## config.mk

```make
export PLATFORM = sky130hd
export DESIGN_NAME = selective_repeat_receive_window_core_flat
export DESIGN_NICKNAME = d
export VERILOG_FILES = /design/src/srrw_pkg.sv /design/src/srrw_if.sv /design/src/selective_repeat_receive_window_core.sv /design/src/srrw_alu.sv /design/src/srrw_buf.sv /design/src/flat_wrapper.sv
export SDC_FILE = /design/constraint.sdc
export NUM_CORES = 1
export LEC_CHECK = 0
export BUFFER_PORTS_ARGS = -buffer_cell sky130_fd_sc_hd__buf_4
export CAP_MARGIN = 20
export CORE_MARGIN = 2
export CORE_UTILIZATION = 57
export CTS_BUF_LIST = sky130_fd_sc_hd__clkbuf_8
export DETAILED_ROUTE_END_ITERATION = 6
export PLACE_DENSITY = 0.9
export SYNTH_ARGS = -nofsm -noshare
export SYNTH_HDL_FRONTEND = slang
export SYNTH_SLANG_ARGS = --single-unit
export TNS_END_PERCENT = 10
```

## constraint.sdc

```tcl
create_clock -name clk -period 7.2 [get_ports clk]
set_clock_uncertainty 0.15 [all_clocks]
set_input_delay 2.16 -clock clk [delete_from_list [all_inputs] [get_ports clk]]
set_output_delay 2.16 -clock clk [all_outputs]
set_load 0.03 [all_outputs]
```

## src/srrw_pkg.sv

```systemverilog
// Shared types and constants for the selective-repeat receive window.
// No dependencies; compiled first.
`timescale 1ns / 1ps
`default_nettype none

package srrw_pkg;

  localparam int SEQ_W            = 16;
  localparam int ALU_W            = SEQ_W + 1;
  localparam int CFG_W            = 4;
  localparam int KIND_W           = 2;
  localparam int WIN_MAX_DEF      = 8;
  localparam int PAYLOAD_BITS_DEF = 32;

  localparam logic [CFG_W-1:0] WINDOW_RESET   = CFG_W'(4);
  localparam logic [SEQ_W-1:0] EXPECTED_RESET = SEQ_W'(1);

  localparam logic [KIND_W-1:0] KIND_DELIVER  = 2'd0;
  localparam logic [KIND_W-1:0] KIND_ACK      = 2'd1;
  localparam logic [KIND_W-1:0] KIND_TERM_ACK = 2'd2;

  localparam logic REQ_DATA = 1'b0;
  localparam logic REQ_TERM = 1'b1;

  typedef enum logic [0:0] {
    ALU_ADD = 1'b0,
    ALU_SUB = 1'b1
  } alu_op_t;

  typedef struct packed {
    alu_op_t          op;
    logic [SEQ_W-1:0] a;
    logic [SEQ_W-1:0] b;
  } alu_req_t;

endpackage

`default_nettype wire

```

## src/srrw_if.sv

```systemverilog
// Handshake channels of the receive window: segment in, result out, config write.
// Depends on srrw_pkg.
`timescale 1ns / 1ps
`default_nettype none

interface srrw_seg_if #(
  parameter int PAYLOAD_BITS = srrw_pkg::PAYLOAD_BITS_DEF
);
  import srrw_pkg::*;
  logic                    valid;
  logic                    ready;
  logic                    req_type;
  logic [SEQ_W-1:0]        seq_num;
  logic [PAYLOAD_BITS-1:0] payload;
  logic                    checksum_ok;
  modport source (output valid, req_type, seq_num, payload, checksum_ok, input ready);
  modport sink   (input valid, req_type, seq_num, payload, checksum_ok, output ready);
endinterface

interface srrw_res_if #(
  parameter int PAYLOAD_BITS = srrw_pkg::PAYLOAD_BITS_DEF
);
  import srrw_pkg::*;
  logic                    valid;
  logic                    ready;
  logic [KIND_W-1:0]       result_kind;
  logic [SEQ_W-1:0]        result_seq;
  logic [PAYLOAD_BITS-1:0] result_data;
  logic                    conn_done;
  logic                    last_of_run;
  modport source (output valid, result_kind, result_seq, result_data, conn_done,
                  last_of_run, input ready);
  modport sink   (input valid, result_kind, result_seq, result_data, conn_done,
                  last_of_run, output ready);
endinterface

interface srrw_cfg_if;
  import srrw_pkg::*;
  logic             valid;
  logic             ready;
  logic [CFG_W-1:0] window_size;
  modport source (output valid, window_size, input ready);
  modport sink   (input valid, window_size, output ready);
endinterface

`default_nettype wire

```

## src/selective_repeat_receive_window_core.sv

```systemverilog
// Selective-repeat receive window: sequencer, window state and result register.
// Depends on srrw_pkg, srrw_if, srrw_alu, srrw_buf.
//
// Usage:
//   seg : segment transactions (req_type, seq_num, payload, checksum_ok).
//   res : result transactions (result_kind, result_seq, result_data,
//         conn_done, last_of_run); last_of_run marks the final result of a segment.
//   cfg : window_size writes, always ready; write only while the block is idle.
// Sequencer states a segment passes through after it is accepted:
//   bad checksum or connection finished : stays idle, no result
//   terminate segment                   : TERM
//   stale data segment (re-ack)         : CMP_LO, ACK
//   segment beyond the window           : CMP_LO, CMP_HI, no result
//   data segment in window              : CMP_LO to SLOT_WRAP, n deliveries, ACK
// Sequence compares and the store slot index use one 17-bit add/subtract unit;
// each delivery is a memory read step (DRAIN) followed by an emit step (DELIVER).
// A result reaches res in the cycle after its emit step. If res stalls, the
// sequencer holds in its emit step; one finished result may wait in the output
// register while the next segment is accepted.
// Reset: expected 1, final 0, window 4, all slots empty, no result pending.
`timescale 1ns / 1ps
`default_nettype none

module selective_repeat_receive_window_core #(
  parameter int WIN_MAX      = srrw_pkg::WIN_MAX_DEF,
  parameter int PAYLOAD_BITS = srrw_pkg::PAYLOAD_BITS_DEF
) (
  input  logic        clk,
  input  logic        rst,
  srrw_cfg_if.sink    cfg,
  srrw_seg_if.sink    seg,
  srrw_res_if.source  res
);
  import srrw_pkg::*;

  localparam int SLOT_W = (WIN_MAX > 1) ? $clog2(WIN_MAX) : 1;
  localparam int WS_W   = 7;
  localparam logic [WS_W-1:0]   WIN_MAX_WS   = WS_W'(WIN_MAX);
  localparam logic [SEQ_W-1:0]  WIN_MAX_SEQ  = SEQ_W'(WIN_MAX);
  localparam logic [SLOT_W-1:0] SLOT_LAST    = SLOT_W'(WIN_MAX - 1);

  typedef enum logic [8:0] {
    S_IDLE      = 9'b000000001,
    S_CMP_LO    = 9'b000000010,
    S_CMP_HI    = 9'b000000100,
    S_SLOT_ADD  = 9'b000001000,
    S_SLOT_WRAP = 9'b000010000,
    S_DRAIN     = 9'b000100000,
    S_DELIVER   = 9'b001000000,
    S_ACK       = 9'b010000000,
    S_TERM      = 9'b100000000
  } state_t;

  state_t state, state_next;

  logic [CFG_W-1:0]        window_size;
  logic [SEQ_W-1:0]        expected_seq;
  logic [SEQ_W-1:0]        final_seq;
  logic                    finished;
  logic [SLOT_W-1:0]       ptr;
  logic [SEQ_W-1:0]        seq_r;
  logic [PAYLOAD_BITS-1:0] data_r;
  logic                    stale;
  logic [SEQ_W-1:0]        offset;
  logic [SLOT_W:0]         tmp;

  logic                    out_valid;
  logic [KIND_W-1:0]       out_kind;
  logic [SEQ_W-1:0]        out_seq;
  logic [PAYLOAD_BITS-1:0] out_data;
  logic                    out_done;
  logic                    out_last;
  logic                    out_free;
  logic                    out_load;

  alu_req_t                alu_req;
  logic [ALU_W-1:0]        alu_res;
  logic                    alu_msb;
  logic                    alu_zero;
  logic [WS_W-1:0]         ws_eff;

  logic                    seg_take;
  logic                    st_en;
  logic [SLOT_W-1:0]       st_addr;
  logic                    rd_en;
  logic                    clr_en;
  logic                    ptr_vld;
  logic [PAYLOAD_BITS-1:0] rd_data;
  logic                    ack_done;

  srrw_alu u_alu (
    .req (alu_req),
    .res (alu_res)
  );

  srrw_buf #(
    .WIN_MAX      (WIN_MAX),
    .PAYLOAD_BITS (PAYLOAD_BITS),
    .SLOT_W       (SLOT_W)
  ) u_buf (
    .clk     (clk),
    .rst     (rst),
    .st_en   (st_en),
    .st_addr (st_addr),
    .st_data (data_r),
    .ptr     (ptr),
    .rd_en   (rd_en),
    .clr_en  (clr_en),
    .ptr_vld (ptr_vld),
    .rd_data (rd_data)
  );

  assign cfg.ready       = 1'b1;
  assign seg.ready       = (state == S_IDLE);
  assign seg_take        = seg.valid && seg.ready;
  assign res.valid       = out_valid;
  assign res.result_kind = out_kind;
  assign res.result_seq  = out_seq;
  assign res.result_data = out_data;
  assign res.conn_done   = out_done;
  assign res.last_of_run = out_last;
  assign out_free        = !out_valid || res.ready;
  assign out_load        = out_free &&
                           ((state == S_DELIVER) || (state == S_ACK) || (state == S_TERM));

  assign alu_msb  = alu_res[ALU_W-1];
  assign alu_zero = (alu_res[SEQ_W-1:0] == '0);

  always_comb begin
    if ({{(WS_W-CFG_W){1'b0}}, window_size} > WIN_MAX_WS) begin
      ws_eff = WIN_MAX_WS;
    end else begin
      ws_eff = {{(WS_W-CFG_W){1'b0}}, window_size};
    end
  end

  // operand select for the shared unit
  always_comb begin
    alu_req.op = ALU_SUB;
    alu_req.a  = expected_seq;
    alu_req.b  = final_seq;
    unique case (state)
      S_CMP_LO: begin
        alu_req.a = seq_r;
        alu_req.b = expected_seq;
      end
      S_CMP_HI: begin
        alu_req.a = offset;
        alu_req.b = {{(SEQ_W-WS_W){1'b0}}, ws_eff};
      end
      S_SLOT_ADD: begin
        alu_req.op = ALU_ADD;
        alu_req.a  = {{(SEQ_W-SLOT_W){1'b0}}, ptr};
        alu_req.b  = offset;
      end
      S_SLOT_WRAP: begin
        alu_req.a = {{(SEQ_W-SLOT_W-1){1'b0}}, tmp};
        alu_req.b = WIN_MAX_SEQ;
      end
      S_DELIVER: begin
        alu_req.op = ALU_ADD;
        alu_req.b  = SEQ_W'(1);
      end
      S_TERM: begin
        alu_req.b = seq_r;
      end
      S_IDLE, S_DRAIN, S_ACK: begin
        alu_req.b = final_seq;
      end
      default: begin
        alu_req.b = final_seq;
      end
    endcase
  end

  assign ack_done = !stale && alu_zero;
  assign st_en    = (state == S_SLOT_WRAP);
  assign st_addr  = alu_msb ? tmp[SLOT_W-1:0] : alu_res[SLOT_W-1:0];
  assign rd_en    = (state == S_DRAIN) && ptr_vld;
  assign clr_en   = (state == S_DELIVER) && out_free;

  always_comb begin
    state_next = state;
    unique case (state)
      S_IDLE: begin
        if (seg_take && !finished && seg.checksum_ok) begin
          state_next = (seg.req_type == REQ_TERM) ? S_TERM : S_CMP_LO;
        end
      end
      S_CMP_LO:    state_next = alu_msb ? S_ACK : S_CMP_HI;
      S_CMP_HI:    state_next = alu_msb ? S_SLOT_ADD : S_IDLE;
      S_SLOT_ADD:  state_next = S_SLOT_WRAP;
      S_SLOT_WRAP: state_next = S_DRAIN;
      S_DRAIN:     state_next = ptr_vld ? S_DELIVER : S_ACK;
      S_DELIVER:   state_next = out_free ? S_DRAIN : S_DELIVER;
      S_ACK:       state_next = out_free ? S_IDLE : S_ACK;
      S_TERM:      state_next = out_free ? S_IDLE : S_TERM;
      default:     state_next = S_IDLE;
    endcase
  end

  always_ff @(posedge clk) begin
    if (rst) begin
      state        <= S_IDLE;
      window_size  <= WINDOW_RESET;
      expected_seq <= EXPECTED_RESET;
      final_seq    <= '0;
      finished     <= 1'b0;
      ptr          <= SLOT_W'(EXPECTED_RESET % WIN_MAX);
      out_valid    <= 1'b0;
    end else begin
      state <= state_next;
      if (cfg.valid && cfg.ready) begin
        window_size <= cfg.window_size;
      end
      if (out_load) begin
        out_valid <= 1'b1;
      end else if (res.ready) begin
        out_valid <= 1'b0;
      end
      unique case (state)
        S_DELIVER: begin
          if (out_free) begin
            expected_seq <= alu_res[SEQ_W-1:0];
            if (alu_zero || ptr == SLOT_LAST) begin
              ptr <= '0;
            end else begin
              ptr <= ptr + SLOT_W'(1);
            end
          end
        end
        S_ACK: begin
          if (out_free) begin
            if (ack_done) begin
              finished <= 1'b1;
            end
          end
        end
        S_TERM: begin
          if (out_free) begin
            final_seq <= seq_r;
            if (alu_zero) begin
              finished <= 1'b1;
            end
          end
        end
        default: begin
        end
      endcase
    end
  end

  // datapath registers
  always_ff @(posedge clk) begin
    if (seg_take) begin
      seq_r  <= seg.seq_num;
      data_r <= seg.payload;
      stale  <= 1'b0;
    end
    if (state == S_CMP_LO) begin
      stale  <= alu_msb;
      offset <= alu_res[SEQ_W-1:0];
    end
    if (state == S_SLOT_ADD) begin
      tmp <= alu_res[SLOT_W:0];
    end
    if (out_free) begin
      unique case (state)
        S_DELIVER: begin
          out_kind <= KIND_DELIVER;
          out_seq  <= expected_seq;
          out_data <= rd_data;
          out_done <= 1'b0;
          out_last <= 1'b0;
        end
        S_ACK: begin
          out_kind <= KIND_ACK;
          out_seq  <= seq_r;
          out_data <= '0;
          out_done <= ack_done;
          out_last <= 1'b1;
        end
        S_TERM: begin
          out_kind <= KIND_TERM_ACK;
          out_seq  <= seq_r;
          out_data <= '0;
          out_done <= alu_zero;
          out_last <= 1'b1;
        end
        default: begin
        end
      endcase
    end
  end

`ifndef NO_ASSERTIONS
  a_finished_sticky: assert property (@(posedge clk) disable iff (rst)
    finished |=> finished)
    else $error("finished flag cleared");

  a_deliver_from_valid: assert property (@(posedge clk) disable iff (rst)
    (state == S_DELIVER) |-> ptr_vld)
    else $error("delivery from an empty slot");

  a_deliver_not_last: assert property (@(posedge clk) disable iff (rst)
    (out_valid && out_kind == KIND_DELIVER) |-> (!out_done && !out_last))
    else $error("delivered payload flagged as done or last");

  a_ignore_after_done: assert property (@(posedge clk) disable iff (rst)
    (seg_take && finished) |=> (state == S_IDLE))
    else $error("segment processed after connection finished");
`endif

endmodule

`default_nettype wire

```

## src/srrw_alu.sv

```systemverilog
// Shared 17-bit add/subtract unit; bit 16 is carry on add, borrow on subtract.
// Depends on srrw_pkg.
`timescale 1ns / 1ps
`default_nettype none

module srrw_alu (
  input  srrw_pkg::alu_req_t         req,
  output logic [srrw_pkg::ALU_W-1:0] res
);
  import srrw_pkg::*;

  logic [ALU_W-1:0] a_ext;
  logic [ALU_W-1:0] b_ext;

  assign a_ext = {1'b0, req.a};
  assign b_ext = {1'b0, req.b};

  always_comb begin
    unique case (req.op)
      ALU_ADD: res = a_ext + b_ext;
      ALU_SUB: res = a_ext - b_ext;
      default: res = a_ext - b_ext;
    endcase
  end

endmodule

`default_nettype wire

```

## src/srrw_buf.sv

```systemverilog
// Reorder buffer: per-slot valid flags and the payload memory with registered read.
// Depends on srrw_pkg.
`timescale 1ns / 1ps
`default_nettype none

module srrw_buf #(
  parameter int WIN_MAX      = srrw_pkg::WIN_MAX_DEF,
  parameter int PAYLOAD_BITS = srrw_pkg::PAYLOAD_BITS_DEF,
  parameter int SLOT_W       = (WIN_MAX > 1) ? $clog2(WIN_MAX) : 1
) (
  input  logic                    clk,
  input  logic                    rst,
  input  logic                    st_en,
  input  logic [SLOT_W-1:0]       st_addr,
  input  logic [PAYLOAD_BITS-1:0] st_data,
  input  logic [SLOT_W-1:0]       ptr,
  input  logic                    rd_en,
  input  logic                    clr_en,
  output logic                    ptr_vld,
  output logic [PAYLOAD_BITS-1:0] rd_data
);
  import srrw_pkg::*;

  logic [WIN_MAX-1:0]      vld;
  logic [PAYLOAD_BITS-1:0] mem [WIN_MAX];
  logic                    st_new;

  assign st_new  = st_en && !vld[st_addr];
  assign ptr_vld = vld[ptr];

  always_ff @(posedge clk) begin
    if (rst) begin
      vld <= '0;
    end else begin
      if (st_new) begin
        vld[st_addr] <= 1'b1;
      end
      if (clr_en) begin
        vld[ptr] <= 1'b0;
      end
    end
  end

  always_ff @(posedge clk) begin
    if (st_new) begin
      mem[st_addr] <= st_data;
    end
    if (rd_en) begin
      rd_data <= mem[ptr];
    end
  end

endmodule

`default_nettype wire

```

## src/flat_wrapper.sv

```systemverilog
// flat-port wrapper written by rule: the top's interface ports become plain ports
module selective_repeat_receive_window_core_flat import srrw_pkg::*;
#(
  parameter int WIN_MAX      = srrw_pkg::WIN_MAX_DEF,
  parameter int PAYLOAD_BITS = srrw_pkg::PAYLOAD_BITS_DEF
)
  (clk, rst, cfg_valid, cfg_window_size, cfg_ready, seg_valid, seg_req_type, seg_seq_num, seg_payload, seg_checksum_ok, seg_ready, res_valid, res_result_kind, res_result_seq, res_result_data, res_conn_done, res_last_of_run, res_ready);
  srrw_cfg_if cfg_i ();
  srrw_seg_if #(.PAYLOAD_BITS(PAYLOAD_BITS)) seg_i ();
  srrw_res_if #(.PAYLOAD_BITS(PAYLOAD_BITS)) res_i ();
  input  logic clk;
  input  logic rst;
  input wire logic [$bits(cfg_i.valid)-1:0] cfg_valid;
  input wire logic [$bits(cfg_i.window_size)-1:0] cfg_window_size;
  output wire logic [$bits(cfg_i.ready)-1:0] cfg_ready;
  input wire logic [$bits(seg_i.valid)-1:0] seg_valid;
  input wire logic [$bits(seg_i.req_type)-1:0] seg_req_type;
  input wire logic [$bits(seg_i.seq_num)-1:0] seg_seq_num;
  input wire logic [$bits(seg_i.payload)-1:0] seg_payload;
  input wire logic [$bits(seg_i.checksum_ok)-1:0] seg_checksum_ok;
  output wire logic [$bits(seg_i.ready)-1:0] seg_ready;
  output wire logic [$bits(res_i.valid)-1:0] res_valid;
  output wire logic [$bits(res_i.result_kind)-1:0] res_result_kind;
  output wire logic [$bits(res_i.result_seq)-1:0] res_result_seq;
  output wire logic [$bits(res_i.result_data)-1:0] res_result_data;
  output wire logic [$bits(res_i.conn_done)-1:0] res_conn_done;
  output wire logic [$bits(res_i.last_of_run)-1:0] res_last_of_run;
  input wire logic [$bits(res_i.ready)-1:0] res_ready;
  assign cfg_i.valid = cfg_valid;
  assign cfg_i.window_size = cfg_window_size;
  assign cfg_ready = cfg_i.ready;
  assign seg_i.valid = seg_valid;
  assign seg_i.req_type = seg_req_type;
  assign seg_i.seq_num = seg_seq_num;
  assign seg_i.payload = seg_payload;
  assign seg_i.checksum_ok = seg_checksum_ok;
  assign seg_ready = seg_i.ready;
  assign res_valid = res_i.valid;
  assign res_result_kind = res_i.result_kind;
  assign res_result_seq = res_i.result_seq;
  assign res_result_data = res_i.result_data;
  assign res_conn_done = res_i.conn_done;
  assign res_last_of_run = res_i.last_of_run;
  assign res_i.ready = res_ready;
  selective_repeat_receive_window_core #(.WIN_MAX(WIN_MAX), .PAYLOAD_BITS(PAYLOAD_BITS)) u_core (.clk(clk), .rst(rst), .cfg(cfg_i), .seg(seg_i), .res(res_i));
endmodule
```

==> results of run 1 <==
-- final timing paths --
| kind | startpoint | endpoint | slack [ns] | depth (start not counted) |
|---|---|---|---|---|
| max | u_core.state[6] | u_core.u_buf.mem[2][8] | 0.38 | 26 |
| min | u_core.final_seq[1] | u_core.final_seq[1] | 0.31 | 2 |
| max reg2reg | u_core.state[6] | u_core.u_buf.mem[2][8] | 0.38 | 26 |
| min reg2reg | u_core.final_seq[1] | u_core.final_seq[1] | 0.31 | 2 |
-- metal layers --
layer / up-vias / track usage, % / wire (um)
met3: 130 / 5.01 / 3530
li1: 5120 / - / -
met1: 5865 / 33.1 / 17500
met4: 0 / 12.3 / 1660
met5: - / 0 / 0
met2: 659 / 43.7 / 22700
-- logic make-up (layout without fill, tap and decap cells) --
| family | after synthesis | count (layout) | share of synthesized area [%] |
|---|---|---|---|
| XOR/XNOR | 31 | 31 | 1.50 |
| AO/OA/AOI/OAI | 184 | 184 | 6.66 |
| buffers and inverters | 94 | 309 | 1.95 |
| adder cells (fa/ha/maj) | 20 | 20 | 1.33 |
| AND/OR/NAND/NOR | 298 | 298 | 7.85 |
| multiplexers | 130 | 130 | 11.3 |
| other | 1 | 1 | 0.0193 |
| flip-flops | 467 | 467 | 69.4 |
-- final cells by class --
class                           instances  area (um2)
Inverter                               33         129
Timing Repair Buffer                  143        1130
Fill cell                            2231       11300
Sequential cell                       467       13400
Tap cell                              448         561
Clock buffer                           77        1060
Multi-Input combinational cell        664        5660
Clock inverter                         56         264
-- state kept, by name, summed over array words and instances (netlist names) --
register                cells
u_core.u_buf.vld            8
u_core.seq_r               16
u_core.res.valid            1
u_core.data_r              32
u_core.res.result_seq      16
u_core.expected_seq        16
u_core.u_buf.mem          256
u_core.res.result_data     32
u_core.u_buf.rd_data       32
u_core.final_seq           16
u_core.stale                1
u_core.res.result_kind      2
u_core.finished             1
u_core.tmp                  4
u_core.res.conn_done        1
u_core.state                9
u_core.ptr                  3
u_core.res.last_of_run      1
u_core.offset              16
u_core.window_size          4
-- stage by stage --
stage | total power, mW | hold WS, ns
global placement | 3.43 | 0.296
detailed placement | 3.44 | 0.308
global route | 5.59 | 0.351
finish | 5.42 | 0.314
CTS | 5.45 | 0.316
floorplan | 3.31 | 0.286
-- what timing repair did --
item,in CTS,in global routing
hold buffers,0,0
endpoints found under the hold margin,0,0
endpoints found under the setup margin,0,177
resized for setup,0,2
-- worst max-delay path, stage by stage, from the launching register on --
cell and delay [ns]:
sky130_fd_sc_hd__dfxtp_1 0.40, sky130_fd_sc_hd__nor4_4 0.49, sky130_fd_sc_hd__and4b_2 0.60, sky130_fd_sc_hd__nand2_1 0.09, sky130_fd_sc_hd__o21ai_0 0.10, sky130_fd_sc_hd__a221o_1 0.17
sky130_fd_sc_hd__nor2_1 0.04, sky130_fd_sc_hd__nor2_1 0.19, sky130_fd_sc_hd__inv_1 0.06, sky130_fd_sc_hd__ha_1 0.22, sky130_fd_sc_hd__nand3_1 0.08, sky130_fd_sc_hd__o31ai_1 0.09
sky130_fd_sc_hd__buf_4 0.20, sky130_fd_sc_hd__a21oi_1 0.17, sky130_fd_sc_hd__xnor2_1 0.09, sky130_fd_sc_hd__ha_1 0.36, sky130_fd_sc_hd__and3_1 0.22, sky130_fd_sc_hd__a221oi_1 0.23
sky130_fd_sc_hd__a21bo_2 0.27, sky130_fd_sc_hd__o31a_1 0.33, sky130_fd_sc_hd__a21oi_2 0.39, sky130_fd_sc_hd__mux2_2 0.24, sky130_fd_sc_hd__mux2i_1 0.08, sky130_fd_sc_hd__or3_4 0.46
sky130_fd_sc_hd__and4bb_1 0.32, sky130_fd_sc_hd__nor2b_4 0.17, sky130_fd_sc_hd__buf_12 0.25
-- Yosys cell counts, types with 5 or more instances --
master	instances
sky130_fd_sc_hd__nand4b_1	6
sky130_fd_sc_hd__edfxtp_1	409
sky130_fd_sc_hd__mux4_2	66
sky130_fd_sc_hd__nor2b_1	11
sky130_fd_sc_hd__inv_1	32
sky130_fd_sc_hd__buf_1	8
sky130_fd_sc_hd__a21o_1	5
sky130_fd_sc_hd__and2_1	9
sky130_fd_sc_hd__xor2_1	12
sky130_fd_sc_hd__o21ai_0	15
sky130_fd_sc_hd__nor2_1	63
sky130_fd_sc_hd__ha_1	19
sky130_fd_sc_hd__a22oi_1	14
sky130_fd_sc_hd__clkbuf_1	44
sky130_fd_sc_hd__or3_1	5
sky130_fd_sc_hd__a222oi_1	17
sky130_fd_sc_hd__nor3_1	11
sky130_fd_sc_hd__mux2_2	49
sky130_fd_sc_hd__xnor2_1	18
sky130_fd_sc_hd__a21oi_1	67
sky130_fd_sc_hd__nand2b_1	10
sky130_fd_sc_hd__nand3_1	15
sky130_fd_sc_hd__and3_1	39
sky130_fd_sc_hd__buf_2	7
sky130_fd_sc_hd__a22o_1	5
sky130_fd_sc_hd__mux2i_1	13
sky130_fd_sc_hd__a31oi_1	9
sky130_fd_sc_hd__o21a_1	6
sky130_fd_sc_hd__nand2_1	99
sky130_fd_sc_hd__a221o_1	5
sky130_fd_sc_hd__dfxtp_1	58
-- power by group through the flow --
stage	sequential, mW	clock [mW]	combinational (mW)
final	3.07	2.03	0.323
after CTS	3.06	2.06	0.320
after global placement	3.11	0	0.312
after global routing	3.07	2.16	0.351
after detailed placement	3.12	0	0.317
after floorplan	3.10	0	0.208
==> results.txt, run 1 <==
----------------------------------------------------
[Critical path]
  CP max FO ... 32
  Sort of element at the start of the critical path ... flop
  Arrival time worst endpoint ... 6.98 ns
  CP Data Required Time ... 7.36 ns
  Crit Path Category ... flop to flop
  Setup crit end kind ... flop

[Place]
  DP Worst Slack ... 0.321 ns
  Post-detailed-placement cell area ... 20,900 um2
  Buffers added on ports ... around 110
  Final estimated routing congestion in global placement ... 0.956
  Cells after DPL ... 1,755
  Half-perimeter wire length of the detailed placement result ... roughly 29,000 um

[Timing]
  Hold Violations, Final ... 0
  Minimum clock period after layout ... 6.82 ns
  RSZ-0062 raised after global routing ... no
  Pin slew with the least headroom to its limit ... about 1.1 ns
  Final setup violating endpoints ... 0
  PnR worst setup slack ... approximately 0.38 ns
  Final clock period utilization by the worst path ... between 90% and 100%
  Setup TNS after final layout ... 0 ns
  Fmax achieved ... ~150 MHz
  Slew margin rel. ... 24.2%
  Number of max-slew violations in the final report ... 0

[CTS]
  Root buffer selected by CTS ... sky130_fd_sc_hd__clkbuf_8
  TritonCTS clock tree ... built
  Clock-pin slew on the worst setup and hold paths ... about 0.07 ns
  Maximum level of the CTS H-tree ... 3
  Clk buf depth ... 3
  Buffers inserted by post-CTS timing repair ... 0
  Number of CTS-inserted buffers ... 74
  Clk Latency, worst-skew pair ... ~0.64 ns
  Clock sinks ... around 470

[Synth]
  Count of cell types in the netlist ... 76
  Netlist area before placement ... 19,400 um2
  Post-synth EDFFs ... 409
  Sequential area share after synthesis ... 69.4%
  Post-synth ARST share ... 0%
  Number of flip-flops and latches in the synthesized netlist ... 467
  Syn Nets ... 1,304
  Leading register cell type out of synthesis ... sky130_fd_sc_hd__edfxtp_1
  Cell accounting for the most synthesized area ... sky130_fd_sc_hd__edfxtp_1
  Leading cell types by total area after synthesis ... sky130_fd_sc_hd__edfxtp_1, sky130_fd_sc_hd__mux4_2, sky130_fd_sc_hd__dfxtp_1
  Number of standard cells after synthesis ... around 1,200
  Yosys warning total ... 0
  Post-Synthesis Mean Instance Area ... roughly 16 um2
  Share of the synthesized area in the top cell type ... 63.4%

[Floorplan]
  Width of the die ... 188 um
  Core Box Area ... 33,500 um2
  Placement Rows ... 67
  Height of the die ... around 190 um
  I/O Pins ... 114
  Area enclosed by the die boundary ... 35,500 um2
  Starting Density ... between 50 and 60%

[Power]
  Clock Power Share ... 37.5%
  Power density over cell area ... 244 nW/um2
  Worst vdd ir ... 0.222 mV
  Internal portion of total power ... 4.14 mW
  Switching component of the power ... 1.29 mW
  Sequential power share ... between 50% and 60%
  Comb pwr share ... under 10%
  Fraction of power spent switching nets ... 23.8%
  Leakage dissipation ... 7.97 nW

[Cells and area]
  Nets@finish ... 1,462
  Final cell count without fillers ... around 1,900
  Fraction of final layout cells sized beyond drive strength 1 ... 27.0%
  Finished layout cell area ... around 22,000 um2
  Most frequent cells in the layout ... sky130_fd_sc_hd__edfxtp_1, sky130_fd_sc_hd__buf_4, sky130_fd_sc_hd__nand2_1
  Antenna cell count ... 0
  Core utilization of the finished layout ... about two thirds
  Layout overhead on the synthesized area ... 14.8%
  Leading cell type in the layout, fill and taps excluded ... sky130_fd_sc_hd__edfxtp_1

[Drt]
  Routed WL ... 45,400 um
  DR iter-0 viols ... ~1,300
  Final routed wire length divided by cell count ... around 24 um
  Antenna Violating Nets Remaining ... 0
  Residual DRC ... 0
  Vias post-DR ... 11,800
  Number of search-and-repair iterations in the first detailed-routing pass ... 6
  Via/cell ratio ... 6.24

[Outcome]
  Run status ... completed

[GRT]
  Via count of the first global-routing pass ... ~12,000
  Largest net degree at the start of global routing ... 73
  Antenna violations before repair ... 0
  Tot GR Track Use ... 26.1%
  Global-route wire length before repair ... 69,700 um
  Final global-route overflow total ... 0

[Worst hold path]
  Min-delay worst type ... flop to flop

[Job]
  Max-capacitance violation count ... 0

----------------------------------------------------
Power figures use the tool's default switching activity.
==> inputs of run 2 (changes only) <==
--- a/config.mk
+++ b/config.mk
@@ -12,7 +12,9 @@
 export CTS_BUF_LIST = sky130_fd_sc_hd__clkbuf_8
 export DETAILED_ROUTE_END_ITERATION = 6
 export PLACE_DENSITY = 0.9
+export RECOVER_POWER = 100
 export SYNTH_ARGS = -nofsm -noshare
 export SYNTH_HDL_FRONTEND = slang
+export SYNTH_HIERARCHICAL = 1
 export SYNTH_SLANG_ARGS = --single-unit
 export TNS_END_PERCENT = 10
==> run 2 against run 1 <==
Effect of this change: the run now ends with max-capacitance violations, max-slew violations left; via count decreased by 5.7%; sequential share of layout area about the same; area after synthesis increased by 1.6%; count of clock-buffer cells in the layout unchanged; utilization decreased by 1.5 points; combinational power decreased by 1%; synthesized cell count decreased by 2.7%; largest cell class unchanged; clock power increased by 4%.
==> results.txt, run 2 <==
----------------------------------------------------
[Critical path]
  Cell depth of the worst flop-to-flop path ... 22 (-15%)
  Sort of element at the start of the critical path ... flop
  Startpoint of the worst-slack reg-to-reg timing path ... u_core/state[2]
  R2r endpoint ... u_core/u_buf/mem[0][2]
  Slowest stage delay, CP ... 0.67 ns (+0.07 ns)
  Crit Path Category ... flop to flop
  Minimum setup slack among reg-to-reg paths ... 0.42 ns (+0.04 ns)
  Series of cell instances along the critical path ... or3b_2 -> o21ai_0 -> a21o_1 -> o311ai_0 -> clkbuf_1 -> inv_1 -> ha_1 -> nand3b_1 -> nor3_2 -> nor2_1 -> xnor2_1 -> ha_1 -> and3_1 -> a31o_1 -> o221ai_2 -> o311ai_2 -> xnor2_1 -> buf_4 -> mux2_2 -> or4b_1 -> nor2_4 -> buf_12
  CP max FO ... 19 (-41%)
  CP Data Required Time ... 7.34 ns (-0.02 ns)
  Arrival time worst endpoint ... 6.92 ns (-0.06 ns)
  Worst-path cell with the longest stage delay ... sky130_fd_sc_hd__dfxtp_1
  Setup crit end kind ... flop
  Count of buffering cells on the critical path with inverters included ... 4 (+1)
  Kind of cell adding the most delay to the critical path ... simple AND/OR/NAND/NOR gates

[Floorplan]
  I/O Pins ... 114 (unchanged)
  Height of the die ... 190 um (+0.77%)
  Area enclosed by the die boundary ... 36,000 um2 (+1.6%)
  Core Box Area ... 34,300 um2 (+2.3%)
  Placement Rows ... 68 (+1.5%)
  Width of the die ... 190 um (+0.77%)
  Starting Density ... 57.4% (-0.38 points)

[CTS]
  Maximum level of the CTS H-tree ... 3 (unchanged)
  Number of buffers inserted for hold repair after clock tree synthesis ... 0 (unchanged)
  Total of cells resized after clock tree synthesis ... 0 (unchanged)
  Clock sinks ... 467 (unchanged)
  Buffers inserted by post-CTS timing repair ... 0 (unchanged)
  Clk buf depth ... 3 (unchanged)
  Root buffer selected by CTS ... sky130_fd_sc_hd__clkbuf_8
  Clk Latency, worst-skew pair ... 0.61 ns (-0.03 ns)
  Number of CTS-inserted buffers ... 73 (-1.4%)
  TritonCTS clock tree ... built
  Clock-pin slew on the worst setup and hold paths ... 0.06 ns (about the same)

[GRT]
  Tot GR Track Use ... 23.2% (-2.8 points)
  Final global-route overflow total ... 0 (unchanged)
  Via count of the first global-routing pass ... 11,200 (-8.8%)
  Global-route wire length before repair ... 63,100 um (-9.5%)
  Largest net degree at the start of global routing ... 73 (unchanged)
  Antenna violations before repair ... 1 (+1)

[Synth]
  Multiplexer share of the synthesized area ... 13.5% (+2.2 points)
  Synth Area in XOR/XNOR ... 1.42% (-0.074 points)
  Cell accounting for the most synthesized area ... sky130_fd_sc_hd__edfxtp_1
  Synthesized-area fraction occupied by adder cells ... 1.31% (-0.021 points)
  Post-Synthesis Mean Instance Area ... 16.5 um2 (+4.4%)
  Leading register cell type out of synthesis ... sky130_fd_sc_hd__edfxtp_1
  Yosys warning total ... 6 (+6)
  Syn Nets ... 1,271 (-2.5%)
  Netlist area before placement ... 19,700 um2 (+1.6%)
  Post-synth ARST share ... 0% (unchanged)
  Most instantiated library cell after synthesis ... sky130_fd_sc_hd__edfxtp_1
  Most numerous cell types in the synthesized netlist ... sky130_fd_sc_hd__edfxtp_1, sky130_fd_sc_hd__nor2_1, sky130_fd_sc_hd__mux4_1, sky130_fd_sc_hd__dfxtp_1, sky130_fd_sc_hd__inv_1
  Leading cell types by total area after synthesis ... sky130_fd_sc_hd__edfxtp_1, sky130_fd_sc_hd__mux4_1, sky130_fd_sc_hd__dfxtp_1
  Number of flip-flops and latches in the synthesized netlist ... 467 (unchanged)
  Post-Synth Simple-Gate Area ... 6.63% (-1.2 points)
  Post-synth EDFFs ... 409 (unchanged)
  Count of cell types in the netlist ... 75 (-1.3%)
  Share of the synthesized area in the top cell type ... 62.4% (-0.99 points)
  Number of standard cells after synthesis ... 1,192 (-2.7%)
  Largest family of logic cells by synthesized area ... multiplexers
  Synth Area in Compound Gates ... 5.91% (-0.75 points)
  Sequential area share after synthesis ... 68.3% (-1.1 points)

[Cells and area]
  Antenna cell count ... 0 (unchanged)
  Layout overhead on the synthesized area ... 13.0%
  Fraction of final layout cells sized beyond drive strength 1 ... 17.6% (-9.4 points)
  Leading cell type in the layout, fill and taps excluded ... sky130_fd_sc_hd__edfxtp_1
  Fill cell instance count of the final layout ... 2,307 (+3.4%)
  Flip-flop count of the largest register, all copies and words added ... 256 (unchanged)
  Nets@finish ... 1,427 (-2.4%)
  Top register by number of flip-flops ... u_core/u_buf/mem
  Most frequent cells in the layout ... sky130_fd_sc_hd__edfxtp_1, sky130_fd_sc_hd__clkbuf_8, sky130_fd_sc_hd__inv_1

[Outcome]
  Failing checks ... max-capacitance violations, max-slew violations
  Run status ... complete, but fails checks

[Power]
  Design Power ... 5.52 mW (+1.7%)
  Power density over cell area ... 248 nW/um2 (+1.7%)
  Worst vdd ir ... 0.228 mV (+2.7%)
  Leakage dissipation ... 7.52 nW (-5.6%)

[Timing]
  Number of max-slew violations in the final report ... 290 (+290)
  Final clock period utilization by the worst path ... 94.2% (-0.51 points)
  Pin slew with the least headroom to its limit ... 3.81 ns (+2.68 ns)
  Final setup violating endpoints ... 0 (unchanged)
  Fmax achieved ... 147 MHz (+0.54%)
  RSZ-0062 raised after global routing ... no
  Setup TNS after final layout ... 0 ns (unchanged)
  Slew margin rel. ... -154% (-180 points)
  Minimum clock period after layout ... 6.78 ns (-0.0365 ns)
  Fin Hold WS ... 0.328 ns (+0.0137 ns)
  Hold Violations, Final ... 0 (unchanged)

[Drt]
  Final routed wire length divided by cell count ... 22.5 um (-6.5%)
  Vias post-DR ... 11,100 (-5.7%)
  Residual DRC ... 0 (unchanged)
  Routed WL ... 41,700 um (-8.2%)
  DR iter-0 viols ... 1,067 (-18%)
  Antenna Violating Nets Remaining ... 0 (unchanged)
  Via/cell ratio ... 5.99 (-4.0%)
  Number of search-and-repair iterations in the first detailed-routing pass ... 5 (-1)

[Place]
  Final estimated routing congestion in global placement ... 0.955 (-0.13%)
  Half-perimeter wire length of the detailed placement result ... 25,800 um (-9.7%)
  Buffers added on ports ... 112 (unchanged)

[Worst hold path]
  Min-delay worst type ... flop to flop
  End of the worst hold path ... u_core/finished
  Hold_sp ... u_core/finished
  Min-Delay Path Depth ... 1 (-1)

[Job]
  Max-capacitance violation count ... 7 (+7)

----------------------------------------------------
-- run 2: worst reg2reg max path: stages (launching register included) --
cell and delay, ns:
sky130_fd_sc_hd__dfxtp_1 0.67, sky130_fd_sc_hd__or3b_2 0.61, sky130_fd_sc_hd__o21ai_0 0.21, sky130_fd_sc_hd__a21o_1 0.41
sky130_fd_sc_hd__o311ai_0 0.18, sky130_fd_sc_hd__clkbuf_1 0.21, sky130_fd_sc_hd__inv_1 0.10, sky130_fd_sc_hd__ha_1 0.20
sky130_fd_sc_hd__nand3b_1 0.20, sky130_fd_sc_hd__nor3_2 0.24, sky130_fd_sc_hd__nor2_1 0.08, sky130_fd_sc_hd__xnor2_1 0.17
sky130_fd_sc_hd__ha_1 0.36, sky130_fd_sc_hd__and3_1 0.26, sky130_fd_sc_hd__a31o_1 0.25, sky130_fd_sc_hd__o221ai_2 0.14
sky130_fd_sc_hd__o311ai_2 0.14, sky130_fd_sc_hd__xnor2_1 0.27, sky130_fd_sc_hd__buf_4 0.20, sky130_fd_sc_hd__mux2_2 0.39
sky130_fd_sc_hd__or4b_1 0.62, sky130_fd_sc_hd__nor2_4 0.19, sky130_fd_sc_hd__buf_12 0.20
-- run 2: cell families (layout without fill, tap and decap cells) --
| family | after synthesis | after routing |
|---|---|---|
| AND/OR/NAND/NOR | 225 | 225 |
| buffers and inverters | 125 | 332 |
| multiplexers | 154 | 154 |
| adder cells (fa/ha/maj) | 20 | 20 |
| flip-flops | 467 | 467 |
| other | 1 | 1 |
| AO/OA/AOI/OAI | 168 | 168 |
| XOR/XNOR | 32 | 32 |
-- run 2: routing by layer --
metal  part of all wire, %  global-route usage (%)  up-vias
met5                     0                       0        -
met4                   3.0                    9.18        0
met3                   6.6                    4.45       89
met2                    49                    38.0      466
met1                    42                    31.0     5525
li1                      -                       -     5017
-- run 2: final cells by class --
class | count | area, um2 | area share [%]
clock inverter | 49 | 322 | 1.44
clock buffer | 77 | 1060 | 4.76
timing repair buffer | 145 | 915 | 4.11
multi-input combinational | 600 | 5720 | 25.7
tap | 455 | 569 | 2.56
sequential | 467 | 13400 | 60.4
inverter | 61 | 229 | 1.03
-- run 2: through the flow --
| step | area (um2) | worst slack [ns] | utilization [%] | cells |
|---|---|---|---|---|
| 4_1_cts | 22600 | 0.583 | 65.8 | 1852 |
| 3_3_place_gp | 21200 | 0.812 | 61.8 | 1726 |
| 3_5_place_dp | 21200 | 0.667 | 61.8 | 1726 |
| 2_1_floorplan | 19700 | 0.124 | - | 1192 |
| 6_report | 22300 | 0.419 | 64.9 | 1854 |
| 5_1_grt | 22300 | 0.0864 | 64.9 | 1854 |
-- run 2: worst max-delay path by stage --
stage | startpoint | endpoint | slack, ns | depth (start not counted)
after detailed placement | u_core/state[2] | u_core/u_buf/mem[0][16] | 0.67 | 20
after global routing | u_core/state[2] | u_core/u_buf/mem[5][19] | 0.09 | 22
after CTS | u_core/state[2] | u_core/u_buf/mem[0][2] | 0.58 | 22
after global placement | u_core/state[2] | u_core/u_buf/mem[0][12] | 0.81 | 20
after floorplan | u_core/state[6] | u_core/u_buf/mem[1][0] | 0.12 | 23
final | u_core/state[2] | u_core/u_buf/mem[0][2] | 0.42 | 22
-- run 2: power by group --
group | internal [mW] | total, mW | switching, mW
clock | 1.11 | 2.11 | 1.00
sequential | 3.02 | 3.08 | 0.0608
combinational | 0.115 | 0.319 | 0.204
